--- config.mk ---
export PLATFORM = sky130hd
export DESIGN_NAME = annexb_nal_unit_splitter_top
export DESIGN_NICKNAME = d
export VERILOG_FILES = /design/src/rtl/anbs_pkg.sv /design/src/rtl/anbs_golomb.sv /design/src/rtl/anbs_core.sv /design/src/rtl/annexb_nal_unit_splitter_top.sv
export SDC_FILE = /design/constraint.sdc
export NUM_CORES = 1
export LEC_CHECK = 0
export BUFFER_PORTS_ARGS = -buffer_cell sky130_fd_sc_hd__buf_4
export CELL_PAD_IN_SITES_DETAIL_PLACEMENT = 1
export CELL_PAD_IN_SITES_GLOBAL_PLACEMENT = 1
export CORE_ASPECT_RATIO = 0.6
export CORE_MARGIN = 2
export CORE_UTILIZATION = 45
export CTS_CLUSTER_DIAMETER = 150
export DETAILED_ROUTE_END_ITERATION = 16
export GPL_ROUTABILITY_DRIVEN = 0
export PLACE_DENSITY = 0.83
export SYNTH_ARGS = -nofsm -noshare
export SYNTH_HDL_FRONTEND = slang
export SYNTH_SLANG_ARGS = --single-unit
--- constraint.sdc ---
create_clock -name clk_i -period 21.9 [get_ports clk_i]
set_input_delay 4.38 -clock clk_i [delete_from_list [all_inputs] [get_ports clk_i]]
set_output_delay 4.38 -clock clk_i [all_outputs]
set_load 0.03 [all_outputs]
--- src/rtl/anbs_pkg.sv ---
// ============================================================================
// anbs_pkg : shared types, constants and functions
// Byte stream splitter constants, report layout and exp-Golomb step logic.
// ============================================================================
package anbs_pkg;

  // Stream limits
  localparam int unsigned OffsetBits   = 32;
  localparam int unsigned MaxUnitBytes = 1048576;
  localparam int unsigned MaxCodeZeros = 31;

  // Field widths
  localparam int unsigned LenBits   = 21;
  localparam int unsigned CntBits   = $clog2(MaxUnitBytes + 2);
  localparam int unsigned ZeroBits  = 6;
  localparam int unsigned InBits    = 8;
  localparam int unsigned OutBits   = 72;

  // Header type codes that carry a slice header
  localparam logic [4:0] UtSlice = 5'd1;
  localparam logic [4:0] UtIdr   = 5'd5;

  // Byte values of interest
  localparam logic [7:0] ByteZero = 8'h00;
  localparam logic [7:0] ByteOne  = 8'h01;

  // Second code may have at most this many leading zeros
  localparam logic [ZeroBits-1:0] SliceTypeZeros = ZeroBits'(3);

  typedef enum logic [2:0] {
    CLS_NONE    = 3'd0,
    CLS_I       = 3'd1,
    CLS_P       = 3'd2,
    CLS_B       = 3'd3,
    CLS_UNKNOWN = 3'd4
  } pic_class_e;

  typedef enum logic [1:0] {
    GP_FIRST  = 2'd0,
    GP_SECOND = 2'd1,
    GP_DONE   = 2'd2
  } golomb_phase_e;

  typedef enum logic [3:0] {
    ST_AWAIT = 4'b0001,
    ST_HUNT  = 4'b0010,
    ST_UNIT  = 4'b0100,
    ST_FLUSH = 4'b1000
  } sync_state_e;

  // Exp-Golomb decoder state
  typedef struct packed {
    golomb_phase_e       phase;
    logic [ZeroBits-1:0] lz;
    logic [ZeroBits-1:0] suffix;
    logic [4:0]          tval;
    pic_class_e          cls;
  } golomb_t;

  localparam golomb_t GolombInit = '{
    phase:  GP_FIRST,
    lz:     '0,
    suffix: '0,
    tval:   '0,
    cls:    CLS_UNKNOWN
  };

  // One input word
  typedef struct packed {
    logic [InBits-1:0] data;
    logic              last;
  } in_item_t;

  // One report
  typedef struct packed {
    logic [31:0]        offset;
    logic [LenBits-1:0] length;
    logic [2:0]         scl;
    logic               forbidden;
    logic [1:0]         ref_idc;
    logic [4:0]         unit_type;
    pic_class_e         pic_class;
    logic               overflow;
    logic               sync_error;
  } rpt_t;

  // slice_type value to picture class
  function automatic pic_class_e slice_class(logic [ZeroBits-1:0] v);
    pic_class_e c;
    case (v)
      6'd0, 6'd3, 6'd5, 6'd8: c = CLS_P;
      6'd1, 6'd6:             c = CLS_B;
      6'd2, 6'd4, 6'd7, 6'd9: c = CLS_I;
      default:                c = CLS_UNKNOWN;
    endcase
    return c;
  endfunction

  // End of one exp-Golomb code
  function automatic golomb_t code_done(golomb_t s);
    golomb_t             n;
    logic [ZeroBits-1:0] v;
    n = s;
    if (s.phase == GP_FIRST) begin
      n.phase = GP_SECOND;
      n.lz    = '0;
    end else begin
      // lz is at most 3 here, tval below 8
      v = ((ZeroBits'(1) << s.lz[1:0]) - ZeroBits'(1)) + ZeroBits'(s.tval);
      n.cls   = slice_class(v);
      n.phase = GP_DONE;
    end
    return n;
  endfunction

  // One bit into the exp-Golomb decoder
  function automatic golomb_t golomb_bit(golomb_t s, logic b);
    golomb_t n;
    n = s;
    if (s.phase == GP_FIRST || s.phase == GP_SECOND) begin
      if (s.suffix == '0) begin
        if (!b) begin
          if (s.lz >= ZeroBits'(MaxCodeZeros) ||
              (s.phase == GP_SECOND && s.lz >= SliceTypeZeros)) begin
            n.cls   = CLS_UNKNOWN;
            n.phase = GP_DONE;
          end else begin
            n.lz = s.lz + ZeroBits'(1);
          end
        end else begin
          n.tval = '0;
          if (s.lz == '0) begin
            n = code_done(n);
          end else begin
            n.suffix = s.lz;
          end
        end
      end else begin
        if (s.phase == GP_SECOND) begin
          n.tval = {s.tval[3:0], b};
        end
        n.suffix = s.suffix - ZeroBits'(1);
        if (n.suffix == '0) begin
          n = code_done(n);
        end
      end
    end
    return n;
  endfunction

  // Unit report from the collected unit state
  function automatic rpt_t make_report(logic [OffsetBits-1:0] start,
                                       logic [CntBits-1:0]    cnt,
                                       logic                  four,
                                       logic [7:0]            hdr,
                                       pic_class_e            cls);
    rpt_t r;
    logic over;
    over         = (cnt > CntBits'(MaxUnitBytes));
    r.offset     = start[31:0];
    r.length     = over ? LenBits'(MaxUnitBytes) : LenBits'(cnt);
    r.scl        = four ? 3'd4 : 3'd3;
    r.forbidden  = hdr[7];
    r.ref_idc    = hdr[6:5];
    r.unit_type  = hdr[4:0];
    r.pic_class  = (hdr[4:0] == UtSlice || hdr[4:0] == UtIdr) ? cls : CLS_NONE;
    r.overflow   = over;
    r.sync_error = 1'b0;
    return r;
  endfunction

  // Sync error report: everything zero but the flag
  function automatic rpt_t sync_report();
    rpt_t r;
    r            = '0;
    r.sync_error = 1'b1;
    return r;
  endfunction

endpackage

--- src/rtl/anbs_golomb.sv ---
// ============================================================================
// anbs_golomb : one byte through the exp-Golomb decoder
// Feeds the eight bits of a payload byte, msb first, into the decoder state.
// ============================================================================
module anbs_golomb (
  input  anbs_pkg::golomb_t st_i,
  input  logic [7:0]        byte_i,
  output anbs_pkg::golomb_t st_o
);
  import anbs_pkg::*;

  // Bit-serial walk over the byte, msb first
  always_comb begin
    golomb_t s;
    s = st_i;
    for (int i = 7; i >= 0; i--) begin
      s = golomb_bit(s, byte_i[i]);
    end
    st_o = s;
  end

endmodule

--- src/rtl/anbs_core.sv ---
// ============================================================================
// anbs_core : start code tracking and unit bookkeeping
// Handles one byte per cycle while the output is free; drains held payload bytes after a final byte.
// ============================================================================
module anbs_core (
  input  logic               clk_i,
  input  logic               rst_ni,
  input  logic               in_valid_i,
  input  anbs_pkg::in_item_t in_item_i,
  input  logic               out_free_i,
  output logic               in_take_o,
  output logic               res_valid_o,
  output anbs_pkg::rpt_t     res_o
);
  import anbs_pkg::*;

  // State registers
  sync_state_e           state_q, state_d;
  logic [23:0]           recent_q, recent_d;
  logic [OffsetBits-1:0] pos_q, pos_d;
  logic [OffsetBits-1:0] start_q, start_d;
  logic [CntBits-1:0]    cnt_q, cnt_d;
  logic                  four_q, four_d;
  logic [7:0]            hdr_q, hdr_d;
  golomb_t               gs_q, gs_d;
  logic [1:0]            held_q, held_d;

  // Start code detection on the incoming byte
  logic                  three, four, sync_bad;
  logic [7:0]            b;
  logic [23:0]           shifted;
  logic [OffsetBits-1:0] open_start;

  assign b          = in_item_i.data;
  assign three      = (b == ByteOne) && (recent_q[15:0] == '0);
  assign four       = three && (recent_q[23:16] == ByteZero);
  assign shifted    = {recent_q[15:0], b};
  assign open_start = pos_q - (four ? OffsetBits'(3) : OffsetBits'(2));
  assign sync_bad   = (pos_q < OffsetBits'(2) && b != ByteZero) ||
                      (pos_q == OffsetBits'(2) && b > ByteOne) ||
                      (pos_q == OffsetBits'(3) && b != ByteOne) ||
                      (pos_q > OffsetBits'(3));

  // Payload byte take: oldest held byte, or the one picked during drain
  logic [7:0]         tb_byte;
  golomb_t            gs_byte, tk_g;
  logic [7:0]         tk_hdr;
  logic [CntBits-1:0] tk_cnt;

  always_comb begin
    case (held_q)
      2'd1:    tb_byte = recent_q[7:0];
      2'd2:    tb_byte = recent_q[15:8];
      default: tb_byte = recent_q[23:16];
    endcase
    if (state_q != ST_FLUSH) begin
      tb_byte = recent_q[23:16];
    end
  end

  anbs_golomb u_golomb (
    .st_i   (gs_q),
    .byte_i (tb_byte),
    .st_o   (gs_byte)
  );

  // First payload byte is the header, the rest feed the decoder
  assign tk_hdr = (cnt_q == '0) ? tb_byte : hdr_q;
  assign tk_g   = (cnt_q == '0) ? gs_q : gs_byte;
  assign tk_cnt = (cnt_q <= CntBits'(MaxUnitBytes)) ? cnt_q + CntBits'(1) : cnt_q;

  // Next state
  always_comb begin
    logic do_open, do_clear, take;
    do_open     = 1'b0;
    do_clear    = 1'b0;
    take        = 1'b0;
    in_take_o   = 1'b0;
    res_valid_o = 1'b0;
    res_o       = '0;
    state_d     = state_q;
    recent_d    = recent_q;
    pos_d       = pos_q;
    start_d     = start_q;
    cnt_d       = cnt_q;
    four_d      = four_q;
    hdr_d       = hdr_q;
    gs_d        = gs_q;
    held_d      = held_q;

    case (state_q)
      ST_AWAIT, ST_HUNT: begin
        if (in_valid_i && out_free_i) begin
          in_take_o = 1'b1;
          pos_d     = pos_q + OffsetBits'(1);
          if (state_q == ST_AWAIT && sync_bad) begin
            res_valid_o = 1'b1;
            res_o       = sync_report();
            state_d     = ST_HUNT;
            recent_d    = shifted;
            do_clear    = in_item_i.last;
          end else if (three) begin
            do_open = 1'b1;
            if (in_item_i.last) begin
              // start code on the final byte: empty unit
              res_valid_o = 1'b1;
              res_o       = make_report(open_start, '0, four, '0, CLS_UNKNOWN);
              do_clear    = 1'b1;
            end
          end else begin
            recent_d = shifted;
            if (in_item_i.last) begin
              res_valid_o = (state_q == ST_AWAIT);
              res_o       = sync_report();
              do_clear    = 1'b1;
            end
          end
        end
      end

      ST_UNIT: begin
        if (in_valid_i && out_free_i) begin
          in_take_o = 1'b1;
          pos_d     = pos_q + OffsetBits'(1);
          if (three) begin
            // a lone zero ahead of 00 00 01 still belongs to the payload
            take        = !four && (held_q == 2'd3);
            res_valid_o = 1'b1;
            res_o       = make_report(start_q, take ? tk_cnt : cnt_q, four_q,
                                      take ? tk_hdr : hdr_q,
                                      take ? tk_g.cls : gs_q.cls);
            do_clear    = in_item_i.last;
            do_open     = !in_item_i.last;
          end else begin
            if (held_q == 2'd3) begin
              hdr_d = tk_hdr;
              cnt_d = tk_cnt;
              gs_d  = tk_g;
            end
            recent_d = shifted;
            held_d   = (held_q == 2'd3) ? 2'd3 : held_q + 2'd1;
            if (in_item_i.last) begin
              state_d = ST_FLUSH;
            end
          end
        end
      end

      ST_FLUSH: begin
        // drain held bytes oldest first, report with the last one
        if (out_free_i) begin
          hdr_d  = tk_hdr;
          cnt_d  = tk_cnt;
          gs_d   = tk_g;
          held_d = held_q - 2'd1;
          if (held_q == 2'd1) begin
            res_valid_o = 1'b1;
            res_o       = make_report(start_q, tk_cnt, four_q, tk_hdr, tk_g.cls);
            do_clear    = 1'b1;
          end
        end
      end

      default: begin
        do_clear = 1'b1;
      end
    endcase

    // Open a new unit behind the start code
    if (do_open) begin
      start_d  = open_start;
      four_d   = four;
      cnt_d    = '0;
      hdr_d    = '0;
      gs_d     = GolombInit;
      held_d   = '0;
      recent_d = '1;
      state_d  = ST_UNIT;
    end

    // Back to the post-reset state after the final byte
    if (do_clear) begin
      state_d  = ST_AWAIT;
      recent_d = '1;
      pos_d    = '0;
      start_d  = '0;
      cnt_d    = '0;
      four_d   = 1'b0;
      hdr_d    = '0;
      gs_d     = GolombInit;
      held_d   = '0;
    end
  end

  // Registers
  always_ff @(posedge clk_i or negedge rst_ni) begin
    if (!rst_ni) begin
      state_q  <= ST_AWAIT;
      recent_q <= '1;
      pos_q    <= '0;
      start_q  <= '0;
      cnt_q    <= '0;
      four_q   <= 1'b0;
      hdr_q    <= '0;
      gs_q     <= GolombInit;
      held_q   <= '0;
    end else begin
      state_q  <= state_d;
      recent_q <= recent_d;
      pos_q    <= pos_d;
      start_q  <= start_d;
      cnt_q    <= cnt_d;
      four_q   <= four_d;
      hdr_q    <= hdr_d;
      gs_q     <= gs_d;
      held_q   <= held_d;
    end
  end

endmodule

--- src/rtl/annexb_nal_unit_splitter_top.sv ---
// ============================================================================
// annexb_nal_unit_splitter_top : Annex B start code splitter
// Finds start codes in a byte stream and reports each unit with its header.
// ============================================================================
//
//  Channel  Dir  Word                                         End marker
//  s_axis   in   stream byte                                  tlast = final byte
//  m_axis   out  unit report, tuser = sync error              none
//
//  One byte is taken per cycle while the report register is free. A final
//  byte that closes an open unit holds off the input while the held payload
//  bytes drain through the exp-Golomb stage, one byte each, before the next
//  byte is taken. A byte is registered in the input register, and its
//  report is loaded into the report register from there.
//  Reset (async, active low) puts the splitter in the wait for a first
//  start code. A stalled report holds in the output register; the input
//  register keeps the next byte meanwhile.
//
module annexb_nal_unit_splitter_top (
  input  logic        clk_i,
  input  logic        rst_ni,
  // stream in
  input  logic        s_axis_tvalid,
  output logic        s_axis_tready,
  input  logic [7:0]  s_axis_tdata,   // [7:0] stream_byte
  input  logic        s_axis_tlast,
  // reports out
  output logic        m_axis_tvalid,
  input  logic        m_axis_tready,
  output logic [71:0] m_axis_tdata,   // [31:0] unit_offset, [52:32] unit_length,
                                      // [55:53] start_code_length,
                                      // [56] forbidden, [58:57] ref_idc,
                                      // [63:59] unit_type, [66:64] picture_class,
                                      // [67] length_overflow, [71:68] zero
  output logic        m_axis_tuser    // [0] sync_error
);
  import anbs_pkg::*;

  // Input register
  logic     in_valid_q;
  in_item_t in_item_q;
  logic     in_take;

  // Output register
  logic     out_valid_q;
  rpt_t     out_rpt_q;
  logic     out_free;
  logic     res_valid;
  rpt_t     res;

  assign out_free      = !out_valid_q || m_axis_tready;
  assign s_axis_tready = !in_valid_q || in_take;

  always_ff @(posedge clk_i or negedge rst_ni) begin
    if (!rst_ni) begin
      in_valid_q <= 1'b0;
    end else if (s_axis_tready) begin
      in_valid_q <= s_axis_tvalid;
    end
  end

  always_ff @(posedge clk_i) begin
    if (s_axis_tready && s_axis_tvalid) begin
      in_item_q <= '{data: s_axis_tdata, last: s_axis_tlast};
    end
  end

  // Splitter core
  anbs_core u_core (
    .clk_i       (clk_i),
    .rst_ni      (rst_ni),
    .in_valid_i  (in_valid_q),
    .in_item_i   (in_item_q),
    .out_free_i  (out_free),
    .in_take_o   (in_take),
    .res_valid_o (res_valid),
    .res_o       (res)
  );

  // Report register
  always_ff @(posedge clk_i or negedge rst_ni) begin
    if (!rst_ni) begin
      out_valid_q <= 1'b0;
    end else if (res_valid) begin
      out_valid_q <= 1'b1;
    end else if (m_axis_tready) begin
      out_valid_q <= 1'b0;
    end
  end

  always_ff @(posedge clk_i) begin
    if (res_valid) begin
      out_rpt_q <= res;
    end
  end

  // Pack the report word, first field lowest
  assign m_axis_tvalid = out_valid_q;
  assign m_axis_tdata  = {4'b0000,
                          out_rpt_q.overflow,
                          out_rpt_q.pic_class,
                          out_rpt_q.unit_type,
                          out_rpt_q.ref_idc,
                          out_rpt_q.forbidden,
                          out_rpt_q.scl,
                          out_rpt_q.length,
                          out_rpt_q.offset};
  assign m_axis_tuser  = out_rpt_q.sync_error;

endmodule

* Word level (Yosys, flattened, before mapping) *
Memory sizes are Yosys's and may differ from the RTL's.
Index checks and enable logic that the tools add are counted.

operators by class
  add/sub/neg operators = 37
  multiplexer cells = 267
  equality and inequality tests = 31
  shift operators = 8
  $lt $le $gt $ge = 22
  reductions and logical operators = 109

operators with widths
  cell                                                   number
  2-to-1 mux 22 bit                                      31
  2-to-1 mux 69 bit                                      8
  2-to-1 mux 21 bit                                      10
  case mux 69 bit (3 select lines)                       1
  2-to-1 mux 8 bit                                       25
  2-to-1 mux 3 bit                                       61
  2-to-1 mux 32 bit                                      5
  logical NOT 6 bit                                      24
  2-to-1 mux 24 bit                                      6
  2-to-1 mux 6 bit                                       24
  2-to-1 mux 5 bit                                       24
  subtractor 6 x 1 -> 6 bit (second input constant)      16
  2-to-1 mux 11 bit                                      8
  equality test 32 x 2 -> 1 bit (second input constant)  2
  adder 6 x 1 -> 6 bit (second input constant)           8
  adder 6 x 5 -> 6 bit                                   8
  >= comparator 6 x 2 -> 1 bit (second input constant)   8
  >= comparator 6 x 5 -> 1 bit (second input constant)   8
  logical NOT 2 bit                                      24
  case mux 24 bit (2 select lines)                       1
  left shift 1 x 2 -> 6 bit (first input constant)       8
  2-to-1 mux 2 bit                                       22
  case mux 22 bit (2 select lines)                       1
  > comparator 21 bit (second input constant)            2
  46 further kinds                                       139

storage, ports and cells
  memories kept = 16
  word-level logic and storage cells = 516
  register bits after elaboration = 226
  ROM bits = 768

memories
  name              depth  bits a word  read ports  clocked after memory_dff  write ports  line            source
  (no name shown)   16     3            1           0                         0            anbs_pkg.sv:90  case (v)
  (no name shown)   16     3            1           0                         0            anbs_pkg.sv:90
  (no name shown)   16     3            1           0                         0            anbs_pkg.sv:90
  (no name shown)   16     3            1           0                         0            anbs_pkg.sv:90
  (no name shown)   16     3            1           0                         0            anbs_pkg.sv:90
  (no name shown)   16     3            1           0                         0            anbs_pkg.sv:90
  10 more memories  --     --           --          --                        --           --

* Longest topological paths before layout *
  word-level depth = 97
  depth in mapped cells = 77

* Modules after synthesis *
Synthesis repeated with hierarchy kept, for this count alone.

second synthesis, totals
  cells, all modules = 2879
  area total of the unflattened synthesis = 23152.2 µm²

modules (own cells, without submodules)
  module                        area each (µm²)  instances  cells each  seq. area each (µm²)
  anbs_golomb                   11459.7          1          1694        0.0
  anbs_core                     9225.1           1          1095        3686.0
  annexb_nal_unit_splitter_top  2467.4           1          90          2392.3

* Worst setup path before layout *
No wires, ideal clock.

  path kind = register -> register
  start = register u_core.held_q[0]
  end = register out_rpt_q, in the netlist m_axis_tdata[65] (data pin)
  cell stages (with the launch flop) = 70
  arrival time = 14.185 ns
  path buffers = 6
  setup time = 0.130 ns
  setup slack = 7.585 ns
  required time = 21.770 ns
  cell sequence = dfrtp_1 -> inv_1 -> ha_1 -> buf_2 -> a22oi_1 -> and3_1 -> clkbuf_1 -> o211ai_1 -> and2_1 -> a21oi_2 -> inv_1 -> ha_1 -> clkbuf_1 -> o41ai_4 -> nand3_2 -> buf_4 -> mux2i_1 -> o22ai_1 -> [... 34 more ...] -> nor3_1 -> a31oi_1 -> o22ai_1 -> inv_1 -> ha_1 -> xor2_1 -> inv_1 -> ha_1 -> a21o_1 -> a21oi_1 -> xor2_1 -> o21ai_0 -> o22ai_1 -> nand2_1 -> a21oi_1 -> nor4_4 -> a2111oi_1 -> a211o_1

RTL lines
  what                      line                                source
  start: declaration        anbs_core.sv:26                     logic [1:0] held_q, held_d;
  start signal: assignment  anbs_core.sv:216                    held_q <= held_d;
  end signal: assignment    annexb_nal_unit_splitter_top.sv:93  out_rpt_q <= res;
  end: declaration          annexb_nal_unit_splitter_top.sv:46  rpt_t out_rpt_q;

==> impl_metrics.csv <==
group,metric,value,unit
status,run_status,"finished, final reports clean",
synthesis,syn_area_per_cell,7.99,sq um
critical_path,worstPathRequired,22290,ps
clocking,cts_tree,"yes",
die,start_util,45.3,%
synthesis,yosysTopAreaCell,"dfrtp_1",
final_layout,areaGrowthSynthToFinish,7.96,%
route,wirelength,84.3,mm
die,ioPinCount,88,
sta,drv_slew,0,
clocking,htree_levels,1,
clocking,clock-sinks,225,
synthesis,synth_edf_count,77,
clocking,path_clk_slew,70,ps
min_path,hold_path_end,"u_core.hdr_q[2]$_DFFE_PN0P_",
clocking,cts-resized-gates,0,
final_layout,num-nets-final,2923,
global_routing,grt_overflow,0,
global_routing,grt_antenna_before_repair,1,
synthesis,ys_ff_latch,225,
run,max-cap-violations,0,
sta,rsz0062_at_grt,"no",
place,port_buffers,83,
min_path,hold_path.class,"flop to flop",
die,rows,63,
synthesis,synthFlopType,"dfrtp_1",
sta,fin_worst_skew,23.7,ps
die,die_height,176,microns
route,firstDrtPassIters,5,
sta,relSlewSlack,18.2,%
synthesis,ys_types,132,
clocking,clockBufferDepth,3,
sta,hold_violations,0,
critical_path,crit_path_frequent_cell,"inv_1",
final_layout,drive_above_1_share,11.2,%
critical_path,cp.arrival,19170,ps
clocking,hold_buffers,0,
critical_path,start_kind,"flop",
clocking,post_cts_buffers,0,
critical_path,cpPeakStageDelay,1020,ps
sta,clock.fmax,53.2,MHz
sta,fin_ws,3110,ps
synthesis,postSynthCellCount,2791,
critical_path,reg2reg_slack,3110,ps
critical_path,end_kind,"flop",
synthesis,yosysSeqAreaShare,27.1,%
place,dp_slack,3990,ps
global_routing,first_global_vias,23000,
synthesis,ys_warn_count,0,
sta,period_needed,18790,ps
die,coreArea,49200,sq um
route,wire_per_inst,24.5,microns
critical_path,timing.rr.end,"m_axis_tdata[65]$_DFFE_PP_",
sta,holdWs,485,ps
sta,finalSetupTns,0,ps
die,dieArea,51400,sq um
route,num_vias,23400,
min_path,hp-start,"u_core.hdr_q[2]$_DFFE_PN0P_",
sta,tightestPinTransition,1190,ps
clocking,cts_buffers,22,
sta,finalCritPeriodShare,85.8,%
synthesis,synthArstFlopShare,65.8,%
critical_path,cp_slowest_cell,"mux2i_1",
min_path,hold_depth,2,
synthesis,synthTopCellsByArea,"dfrtp_1 14%, edfxtp_1 10%, ha_1 7.1%",
synthesis,netlist_area,22300,sq um
route,ant_nets,0,
global_routing,grt_pass1_wl,132,mm
global_routing,grt_usage,31.8,%
global_routing,grt_max_degree,83,
route,vias_per_cell,6.79,
final_layout,fin_util,48.9,%
critical_path,crit_type,"flop to flop",
clocking,clk_latency,530,ps
critical_path,worstRegToRegCells,66,
critical_path,crit_path_max_fanout,15,
route,post-route-drc-count,0,
sta,finalSetupViolCount,0,
die,die_x,291,microns
clocking,root_buffer,"clkbuf_16",
synthesis,netlist.area_leader.share,13.7,%
critical_path,r2r-start,"u_core.gs_q[8]$_DFFE_PN0P_",
place,dpl.hpwl,64.6,mm
route,drt_iter0_markers,2493,
[state kept, by name (all words and copies together) (netlist names)]
name             cells
m_axis_tdata        67
in_valid_q           1
in_item_q            9
u_core.pos_q        32
u_core.state_q       4
m_axis_tvalid        1
u_core.hdr_q         8
u_core.held_q        2
u_core.cnt_q        21
u_core.recent_q     24
m_axis_tuser         1
u_core.four_q        1
u_core.gs_q         22
u_core.start_q      32
[critical path, delay by kind of cell (launching register included)]
kind                       cells  cell delay [ps]
DFF                            1              450
xor gates and xnor gates       1              310
buffers and inverters         10             1280
muxes                          1             1020
and+or+nand+nor               26             7670
adders and majority gates      9             2560
AOI/OAI and AO/OA             19             5340
[placed cells by master, fill, tap and decap left out, types with 45 or more instances in the layout]
cell,instances
nor3_1,69
mux2i_1,45
dfrtp_1,122
nor2_1,289
xor2_1,55
nand3_1,118
a31oi_1,46
xnor2_1,51
edfxtp_1,77
a21oi_1,145
ha_1,126
o21ai_0,184
nand2_1,324
a211oi_1,48
and3_1,47
buf_4,106
nand4_1,45
inv_1,96
[synthesized netlist by cell type, types with 33 or more instances]
cell type    n
a211oi_1    48
a21oi_1    145
a31oi_1     46
and3_1      48
clkbuf_1   107
dfrtp_1    122
edfxtp_1    77
ha_1       126
inv_1       96
mux2i_1     45
nand2_1    325
nand3_1    118
nand4_1     45
nor2_1     290
nor3_1      69
o21ai_0    185
o31ai_1     45
or3_1       33
xnor2_1     51
xor2_1      55
[logic make-up after synthesis]
family / after synthesis / share of synthesized area [%]
buf+inv: 260 / 4.86
simple gates: 1145 / 25.9
fa+ha+maj: 134 / 7.79
other cells: 1 / 0.0168
xor+xnor: 106 / 4.16
compound gates: 862 / 27.4
mux: 58 / 2.75
flops: 225 / 27.1
[cell type report]
cell class                 instances  area [sq um]
multi-input combinational       2316         15200
sequential                       225          6050
fill                            5988         25100
antenna                            1          2.50
clock inverter                     8          97.6
clock buffer                      32           661
inverter                         104           398
timing repair buffer             107           807
tap                              650           813
[stage by stage]
step,instances,cell area (sq um)
after floorplan,2801,22300
after global placement,3402,23300
after detailed placement,3402,23300
after CTS,3442,24100
after global routing,3442,24100
final,3443,24100
[worst max-delay path by stage]
stage                                              from                    endpoint  slack [ps]  cells after the start
after floorplan            u_core.held_q[0]$_DFFE_PN0P_  m_axis_tdata[65]$_DFFE_PP_        7590                     69
after global placement    u_core.state_q[1]$_DFFE_PN0P_  m_axis_tdata[65]$_DFFE_PP_        5500                     60
after detailed placement     u_core.gs_q[8]$_DFFE_PN0P_  m_axis_tdata[65]$_DFFE_PP_        3990                     68
after CTS                    u_core.gs_q[8]$_DFFE_PN0P_  m_axis_tdata[65]$_DFFE_PP_        3830                     67
after global routing         u_core.gs_q[8]$_DFFE_PN0P_  m_axis_tdata[65]$_DFFE_PP_        2070                     67
final                        u_core.gs_q[8]$_DFFE_PN0P_  m_axis_tdata[65]$_DFFE_PP_        3110                     66
[routing by layer]
layer	up-vias	track usage [%]	wire length [microns]
li1	10400	-	-
met1	11700	48.1	39100
met2	1149	45.1	34300
met3	116	8.61	9530
met4	0	5.48	1300
met5	-	0	0
Power is not shown: default switching activity piles up to over one toggle a cycle in this logic, so the estimate is an artifact.
